File: src/rtl/cfu16_pkg.sv
// Shared types, constants and float helpers for the complex float to u16 converter.
package cfu16_pkg;

   localparam int unsigned STAGES = 10;
   localparam int unsigned OUT_W  = 16;

   localparam logic [31:0] F_QNAN    = 32'h7FC0_0000;
   localparam logic [30:0] F_INF_MAG = 31'h7F80_0000;

   typedef struct packed {
      logic [31:0] real_bits;
      logic [31:0] imag_bits;
      logic        last_in;
   } req_type;

   typedef struct packed {
      logic [OUT_W-1:0] real_out;
      logic [OUT_W-1:0] imag_out;
      logic             last_out;
   } rsp_type;

   typedef enum logic [1:0] {
      CSR_SCALE = 2'd0,
      CSR_BIAS  = 2'd1,
      CSR_ROUND = 2'd2,
      CSR_SAT   = 2'd3
   } csr_idx_type;

   typedef enum logic [1:0] {
      RND_ZERO    = 2'd0,
      RND_NEAREST = 2'd1,
      RND_UP      = 2'd2,
      RND_DOWN    = 2'd3
   } rnd_type;

   typedef struct packed {
      logic [31:0] scale;
      logic [31:0] bias;
      rnd_type     round_mode;
      logic        saturate_mode;
   } cfg_type;

   // leading zeros of a 48-bit word, 48 when zero
   function automatic logic [5:0] lzc48(input logic [47:0] m);
      logic [5:0] n;
      n = 6'd48;
      for (int i = 0; i < 48; i++) begin
         if (m[i]) begin
            n = 6'(47 - i);
         end
      end
      return n;
   endfunction

   // m normalized (msb at bit 47) or zero; be is the biased exponent of the msb
   function automatic logic [31:0] round_pack(input logic sgn, input logic [47:0] m,
                                              input logic signed [9:0] be);
      logic [5:0]  sh;
      logic [47:0] ms;
      logic        stk;
      logic [23:0] sig;
      logic        inc;
      logic [7:0]  ef;
      logic [30:0] mag;
      logic [31:0] res;
      sh  = 6'd0;
      ms  = m;
      stk = 1'b0;
      ef  = 8'd0;
      if (be < 10'sd1) begin
         if (be < -10'sd62) begin
            sh = 6'd63;
         end else begin
            sh = 6'(10'sd1 - be);
         end
         ms  = m >> sh;
         stk = |(m & ~({48{1'b1}} << sh));
      end else begin
         ef = 8'(be - 10'sd1);
      end
      sig = ms[47:24];
      inc = ms[23] & (stk | (|ms[22:0]) | sig[0]);
      mag = {ef, 23'd0} + {7'd0, sig} + {30'd0, inc};
      if (m == 48'd0) begin
         res = {sgn, 31'd0};
      end else if (be > 10'sd254) begin
         res = {sgn, F_INF_MAG};
      end else begin
         res = {sgn, mag};
      end
      return res;
   endfunction

endpackage

File: src/rtl/cfu16_lane.sv
// One part's datapath: float multiply, float add, then integer rounding and 16-bit step.
module cfu16_lane (
   input  logic                         clock,
   input  logic [cfu16_pkg::STAGES:1]   en,
   input  cfu16_pkg::cfg_type           cfg,
   input  logic [31:0]                  x_bits,
   output logic [cfu16_pkg::OUT_W-1:0]  y
);

   // stage 1: operand unpack and significand product
   logic [7:0]  s_e, x_e;
   logic [22:0] s_m, x_m;
   logic        s_nan, s_inf, s_zero, x_nan, x_inf, x_zero;
   logic [23:0] s_sig, x_sig;
   logic [7:0]  s_ee, x_ee;
   logic [47:0] p1_in;
   logic signed [9:0] k1_in;

   logic [47:0] p1_ff;
   logic signed [9:0] k1_ff;
   logic        sgn1_ff, nan1_ff, inf1_ff;

   always_comb begin
      s_e    = cfg.scale[30:23];
      s_m    = cfg.scale[22:0];
      x_e    = x_bits[30:23];
      x_m    = x_bits[22:0];
      s_nan  = (&s_e) & (|s_m);
      s_inf  = (&s_e) & ~(|s_m);
      s_zero = (s_e == 8'd0) & (s_m == 23'd0);
      x_nan  = (&x_e) & (|x_m);
      x_inf  = (&x_e) & ~(|x_m);
      x_zero = (x_e == 8'd0) & (x_m == 23'd0);
      s_sig  = {s_e != 8'd0, s_m};
      x_sig  = {x_e != 8'd0, x_m};
      s_ee   = (s_e == 8'd0) ? 8'd1 : s_e;
      x_ee   = (x_e == 8'd0) ? 8'd1 : x_e;
      p1_in  = s_sig * x_sig;
      k1_in  = $signed({2'b00, s_ee}) + $signed({2'b00, x_ee}) - 10'sd126;
   end

   always_ff @(posedge clock) begin
      if (en[1]) begin
         p1_ff   <= p1_in;
         k1_ff   <= k1_in;
         sgn1_ff <= cfg.scale[31] ^ x_bits[31];
         nan1_ff <= s_nan | x_nan | (s_inf & x_zero) | (x_inf & s_zero);
         inf1_ff <= s_inf | x_inf;
      end
   end

   // stage 2: leading zero count of the product
   logic [47:0] p2_ff;
   logic [5:0]  lz2_ff;
   logic signed [9:0] k2_ff;
   logic        sgn2_ff, nan2_ff, inf2_ff;

   always_ff @(posedge clock) begin
      if (en[2]) begin
         p2_ff   <= p1_ff;
         lz2_ff  <= cfu16_pkg::lzc48(p1_ff);
         k2_ff   <= k1_ff;
         sgn2_ff <= sgn1_ff;
         nan2_ff <= nan1_ff;
         inf2_ff <= inf1_ff;
      end
   end

   // stage 3: normalize the product
   logic [47:0] m3_ff;
   logic signed [9:0] be3_ff;
   logic        sgn3_ff, nan3_ff, inf3_ff;

   always_ff @(posedge clock) begin
      if (en[3]) begin
         m3_ff   <= p2_ff << lz2_ff;
         be3_ff  <= k2_ff - $signed({4'b0000, lz2_ff});
         sgn3_ff <= sgn2_ff;
         nan3_ff <= nan2_ff;
         inf3_ff <= inf2_ff;
      end
   end

   // stage 4: round the product to single
   logic [31:0] prod4_in, prod4_ff;

   always_comb begin
      if (nan3_ff) begin
         prod4_in = cfu16_pkg::F_QNAN;
      end else if (inf3_ff) begin
         prod4_in = {sgn3_ff, cfu16_pkg::F_INF_MAG};
      end else begin
         prod4_in = cfu16_pkg::round_pack(sgn3_ff, m3_ff, be3_ff);
      end
   end

   always_ff @(posedge clock) begin
      if (en[4]) begin
         prod4_ff <= prod4_in;
      end
   end

   // stage 5: add operand order and alignment
   logic [31:0] big, sml;
   logic [7:0]  a_e, b_e, big_e, sml_e, d;
   logic        a_nan, a_inf, b_nan, b_inf;
   logic [26:0] big27, sml27, sml_sh;
   logic        sml_stk;

   logic [26:0] a5_ff, b5_ff;
   logic        sub5_ff, sgn5_ff, nan5_ff, inf5_ff, isgn5_ff;
   logic signed [9:0] k5_ff;

   always_comb begin
      a_e   = prod4_ff[30:23];
      b_e   = cfg.bias[30:23];
      a_nan = (&a_e) & (|prod4_ff[22:0]);
      a_inf = (&a_e) & ~(|prod4_ff[22:0]);
      b_nan = (&b_e) & (|cfg.bias[22:0]);
      b_inf = (&b_e) & ~(|cfg.bias[22:0]);
      if (prod4_ff[30:0] >= cfg.bias[30:0]) begin
         big = prod4_ff;
         sml = cfg.bias;
      end else begin
         big = cfg.bias;
         sml = prod4_ff;
      end
      big_e   = (big[30:23] == 8'd0) ? 8'd1 : big[30:23];
      sml_e   = (sml[30:23] == 8'd0) ? 8'd1 : sml[30:23];
      d       = big_e - sml_e;
      big27   = {big[30:23] != 8'd0, big[22:0], 3'b000};
      sml27   = {sml[30:23] != 8'd0, sml[22:0], 3'b000};
      sml_sh  = sml27 >> d;
      sml_stk = |(sml27 & ~({27{1'b1}} << d));
   end

   always_ff @(posedge clock) begin
      if (en[5]) begin
         a5_ff    <= big27;
         b5_ff    <= {sml_sh[26:1], sml_sh[0] | sml_stk};
         sub5_ff  <= big[31] ^ sml[31];
         sgn5_ff  <= big[31];
         k5_ff    <= $signed({2'b00, big_e}) + 10'sd1;
         nan5_ff  <= a_nan | b_nan | (a_inf & b_inf & (prod4_ff[31] != cfg.bias[31]));
         inf5_ff  <= a_inf | b_inf;
         isgn5_ff <= a_inf ? prod4_ff[31] : cfg.bias[31];
      end
   end

   // stage 6: add or subtract magnitudes
   logic [27:0] s6_in;
   logic [47:0] m6_ff;
   logic signed [9:0] k6_ff;
   logic        sgn6_ff, nan6_ff, inf6_ff, isgn6_ff;

   always_comb begin
      if (sub5_ff) begin
         s6_in = {1'b0, a5_ff} - {1'b0, b5_ff};
      end else begin
         s6_in = {1'b0, a5_ff} + {1'b0, b5_ff};
      end
   end

   always_ff @(posedge clock) begin
      if (en[6]) begin
         m6_ff    <= {s6_in, 20'd0};
         k6_ff    <= k5_ff;
         sgn6_ff  <= sgn5_ff;
         nan6_ff  <= nan5_ff;
         inf6_ff  <= inf5_ff;
         isgn6_ff <= isgn5_ff;
      end
   end

   // stage 7: leading zero count of the sum
   logic [47:0] m7_ff;
   logic [5:0]  lz7_ff;
   logic signed [9:0] k7_ff;
   logic        sgn7_ff, nan7_ff, inf7_ff, isgn7_ff;

   always_ff @(posedge clock) begin
      if (en[7]) begin
         m7_ff    <= m6_ff;
         lz7_ff   <= cfu16_pkg::lzc48(m6_ff);
         k7_ff    <= k6_ff;
         sgn7_ff  <= sgn6_ff;
         nan7_ff  <= nan6_ff;
         inf7_ff  <= inf6_ff;
         isgn7_ff <= isgn6_ff;
      end
   end

   // stage 8: normalize the sum
   logic [47:0] m8_ff;
   logic signed [9:0] be8_ff;
   logic        sgn8_ff, nan8_ff, inf8_ff, isgn8_ff;

   always_ff @(posedge clock) begin
      if (en[8]) begin
         m8_ff    <= m7_ff << lz7_ff;
         be8_ff   <= k7_ff - $signed({4'b0000, lz7_ff});
         sgn8_ff  <= sgn7_ff;
         nan8_ff  <= nan7_ff;
         inf8_ff  <= inf7_ff;
         isgn8_ff <= isgn7_ff;
      end
   end

   // stage 9: round the sum to single
   logic [31:0] f9_in, f9_ff;

   always_comb begin
      if (nan8_ff) begin
         f9_in = cfu16_pkg::F_QNAN;
      end else if (inf8_ff) begin
         f9_in = {isgn8_ff, cfu16_pkg::F_INF_MAG};
      end else begin
         f9_in = cfu16_pkg::round_pack(sgn8_ff, m8_ff, be8_ff);
      end
   end

   always_ff @(posedge clock) begin
      if (en[9]) begin
         f9_ff <= f9_in;
      end
   end

   // stage 10: clamp, integer rounding, 16-bit step
   logic [7:0]  f_e;
   logic [24:0] f_sig;
   logic [4:0]  r;
   logic [31:0] t;
   logic        half, any;
   logic [cfu16_pkg::OUT_W-1:0] y10_in, y10_ff;

   always_comb begin
      f_e   = f9_ff[30:23];
      f_sig = {1'b0, f_e != 8'd0, f9_ff[22:0]};
      r     = 5'd0;
      half  = 1'b0;
      any   = 1'b0;
      t     = 32'd0;
      if ((&f_e) & (|f9_ff[22:0])) begin
         t = 32'd0;
      end else if (f9_ff[31]) begin
         t = 32'd0;
      end else if (f_e >= 8'd159) begin
         t = 32'hFFFF_FFFF;
      end else if (f_e >= 8'd150) begin
         t = {7'd0, f_sig} << (f_e - 8'd150);
      end else begin
         if (f_e < 8'd125) begin
            r = 5'd25;
         end else begin
            r = 5'(8'd150 - f_e);
         end
         t    = {7'd0, f_sig >> r};
         half = f_sig[r - 5'd1];
         any  = |(f_sig & ~({25{1'b1}} << r));
         case (cfg.round_mode)
            cfu16_pkg::RND_NEAREST: t = t + {31'd0, half};
            cfu16_pkg::RND_UP:      t = t + {31'd0, any};
            default:                t = t;
         endcase
      end
      if (cfg.saturate_mode && (t[31:cfu16_pkg::OUT_W] != '0)) begin
         y10_in = '1;
      end else begin
         y10_in = t[cfu16_pkg::OUT_W-1:0];
      end
   end

   always_ff @(posedge clock) begin
      if (en[10]) begin
         y10_ff <= y10_in;
      end
   end

   assign y = y10_ff;

endmodule

File: config.mk
export PLATFORM = sky130hd
export DESIGN_NAME = cfu16_lane
export DESIGN_NICKNAME = d
export VERILOG_FILES = /design/src/rtl/cfu16_pkg.sv /design/src/rtl/cfu16_lane.sv
export SDC_FILE = /design/constraint.sdc
export NUM_CORES = 2
export LEC_CHECK = 0
export BUFFER_PORTS_ARGS = -buffer_cell sky130_fd_sc_hd__buf_4
export CAP_MARGIN = 20
export CORE_ASPECT_RATIO = 1.2
export CORE_MARGIN = 4
export CORE_UTILIZATION = 60
export CTS_CLUSTER_DIAMETER = 150
export DETAILED_ROUTE_END_ITERATION = 7
export PLACE_DENSITY_LB_ADDON = 0.12
export SLEW_MARGIN = 25
export SYNTH_ARGS = -nofsm -noshare
export SYNTH_HDL_FRONTEND = slang
export SYNTH_SLANG_ARGS = --single-unit
File: constraint.sdc
create_clock -name clock -period 8.1 [get_ports clock]
set_input_delay 0.405 -clock clock [delete_from_list [all_inputs] [get_ports clock]]
set_output_delay 0.405 -clock clock [all_outputs]
set_load 0.01 [all_outputs]
==> results.ini <==
[worst_setup_path]
critPathSlowestCell = or4_1
r2r-start = prod4_ff[16]
r2r-end = b5_ff[0]
reg2reg_depth = 28
critPathCaptureType = register
reg2reg_slack_ns = 0.31
critical-path-max-stage-delay_ns = 0.60
cpMostUsedCell = buf_4
worstPathArrival_ns = 8.09
startpoint_type = register
crit_type = reg2reg
cp.required_ns = 8.40
critical_path_peak_fanout = 11
worstSetupStartpoint = prod4_ff[16]

[clocking]
clockBufferDepth = 3
clk_pin_slew_ns = 0.06
holdBufCountCts = 0
cts_tree = done
clock_latency_ns = 0.64
cts_sinks = 464
cts_root_buf = clkbuf_16
htreeDepth = 2
cts_buffers = 46

[floorplanning]
die_height_um = 344.3
dieWidth_um = 288.3
rows = 123
dieArea_mm2 = 0.09925
io_pins = 126
initial_core_util_pct = 60.44
core_area_mm2 = 0.09357

[grt]
grt_pass1_wl_um = 285800
grt_max_degree = 69
antenna_found_initial = 5
grt_use_total_pct = 37.33
grt_overflow = 0
first_global_vias = 49344

[timing]
skew_ns = 0.06201
slew_violations = 0
timing_hold_violations_final = 0
hold_slack_ns = 0.08919
worst_pin_slew_ns = 1.058
setup_viol = 0
fin_crit_ns = 7.788
period_share_pct = 96.15
slew-limit-headroom_pct = 28.86
fmax_mhz = 128.4
grt_setup_unrepaired = false

[hold_path]
min_to = sgn1_ff
hp-class = in2reg
worstHoldStart = x_bits[31]
whs_path_depth = 2

[drt]
drt_wl_total_um = 187800
drc_errors = 0
ant_nets = 0
wl_per_cell_um = 25.01
drt-initial-drc-count = 5112
vias = 49464
routed_via_density = 6.586
firstDrtPassIters = 6

[logic_synthesis]
syn_area_mm2 = 0.05655
ys_seq_area_share_pct = 24.64
synth_fp_nets = 7219
synth_ff_type = edfxtp_1
ys_types = 114
ys_seq_elements = 464
ys_async_sr_fraction_pct = 0
yosys_warnings = 0
synth_edf_count = 464
synthCells = 6312
syn_area_per_cell_um2 = 8.959

[placed_design]
dpl.hpwl_um = 145000
port_buffers = 125
place.gp.congestion = 0.9956

[outcome]
outcome = complete, no violations

[layout]
nets = 7131
final_cell_mix = nand2_1 (767), inv_1 (662), fa_1 (487)
layout_commonest_cell = nand2_1
drive_gt1_share_pct = 8.423
area_delta_synth_final_pct = 6.197

[power_and_ir_drop]
leakagePower_nw = 25.03
power_density_mw_per_mm2 = 493.6
ir_worst_vdd_mv = 1.434
totalPowerFinal_mw = 29.64

[flow_run]
maxCapViolCount = 0

[report_power, final]
group	internal [mW]	leakage [nW]	switching (mW)
clock	1.19	0.728	0.968
combinational	8.92	19.7	13.8
sequential	4.13	4.58	0.640
[logic make-up after synthesis]
group / synth area share [%]
simple gates: 18.34
compound gates: 15.58
buf+inv: 7.257
fa+ha+maj: 24.17
flops: 24.64
mux: 7.027
xor+xnor: 2.989
[repair_timing]
action                                  CTS  global route
gates cloned                              0             0
endpoints found under the hold margin     0             0
pin swaps                                 1             0
gates resized for setup                   0             3
buffers inserted                          4             0
endpoints found under the setup margin    1             1
[per-layer routing]
metal	global-route usage (%)	share of wire [%]	vias up
met4	25.45	8.5	4
met5	0	0.014	-
li1	-	-	21932
met1	42.00	34	23982
met2	65.21	50	2738
met3	5.882	8.1	808
[synthesized netlist by cell type (21+ instances only)]
library cell	instances	area (µm²)
buf_1	42	157.7
o21a_1	28	210.2
o21bai_1	31	232.7
nor2b_1	43	269.0
or3_1	37	231.5
nand3_1	97	485.5
clkbuf_1	308	1156
and2_1	269	1683
nand4_1	42	262.8
o211ai_1	36	270.3
a221oi_1	24	210.2
inv_1	662	2485
o21ai_0	250	1251
buf_2	36	180.2
edfxtp_1	464	13930
xor2_1	64	560.5
mux2_2	44	495.5
a2111oi_0	29	254.0
nor2_1	461	1730
nand2b_1	40	250.2
a21o_1	53	397.9
and3_1	36	225.2
nor4_1	95	594.3
fa_1	487	9749
o31ai_1	35	262.8
nor3_1	161	805.8
o22ai_1	57	356.6
mux4_2	66	1486
mux2i_1	199	1992
a22oi_1	40	300.3
xnor2_1	129	1130
a21oi_1	319	1597
a211o_1	21	183.9
nand2_1	768	2883
a32oi_1	23	201.4
a211oi_1	102	765.7
a31oi_1	62	387.9
ha_1	310	3879
[flip-flops by register name, indices dropped and copies added, names as in the netlist, 16 cells and up]
name	flops
m3_ff	48
p1_ff	48
p2_ff	48
f9_ff	32
prod4_ff	32
m6_ff	28
m7_ff	28
m8_ff	28
b5_ff	27
a5_ff	24
y	16
[stage by stage]
| stage | util, % | worst slack [ns] | instances | area (µm²) | TNS, ns |
|---|---|---|---|---|---|
| floorplan | - | 0.8499 | 6312 | 56550 | 0 |
| global placement | 62.51 | 0.02028 | 7420 | 58490 | 0 |
| detailed placement | 62.51 | -0.01169 | 7420 | 58490 | -0.01169 |
| CTS | 64.15 | 0.2775 | 7505 | 60030 | 0 |
| global route | 64.17 | 0.07251 | 7507 | 60050 | 0 |
| finish | 64.18 | 0.3122 | 7511 | 60060 | 0 |
[how the worst max path moves through the flow]
stage / slack (ns) / depth (start not counted) / endpoint
3_3_place_gp: 0.02 / 27 / b5_ff[0]
2_1_floorplan: 0.85 / 24 / p1_ff[46]
5_1_grt: 0.07 / 28 / b5_ff[0]
4_1_cts: 0.28 / 26 / b5_ff[0]
3_5_place_dp: -0.01 / 27 / b5_ff[0]
6_report: 0.31 / 28 / b5_ff[0]
[worst max-delay path, delay by kind of cell (launching register included)]
| kind | cells | cell delay [ns] |
|---|---|---|
| simple gates | 8 | 3.07 |
| mux | 1 | 0.19 |
| flops | 1 | 0.52 |
| compound gates | 12 | 1.96 |
| buf+inv | 4 | 0.66 |
| fa+ha+maj | 3 | 1.09 |
[cell type report]
| cell class | instances | area, µm² |
|---|---|---|
| diodes | 4 | 10.01 |
| well taps | 1250 | 1564 |
| clock buffers | 54 | 1181 |
| fillers | 8055 | 33510 |
| clock inverters | 27 | 321.6 |
| inverters | 674 | 2530 |
| flip-flops and latches | 464 | 13930 |
| multi-input cells | 4778 | 38570 |
| repair buffers | 260 | 1947 |
Power figures use the tool's default switching activity.
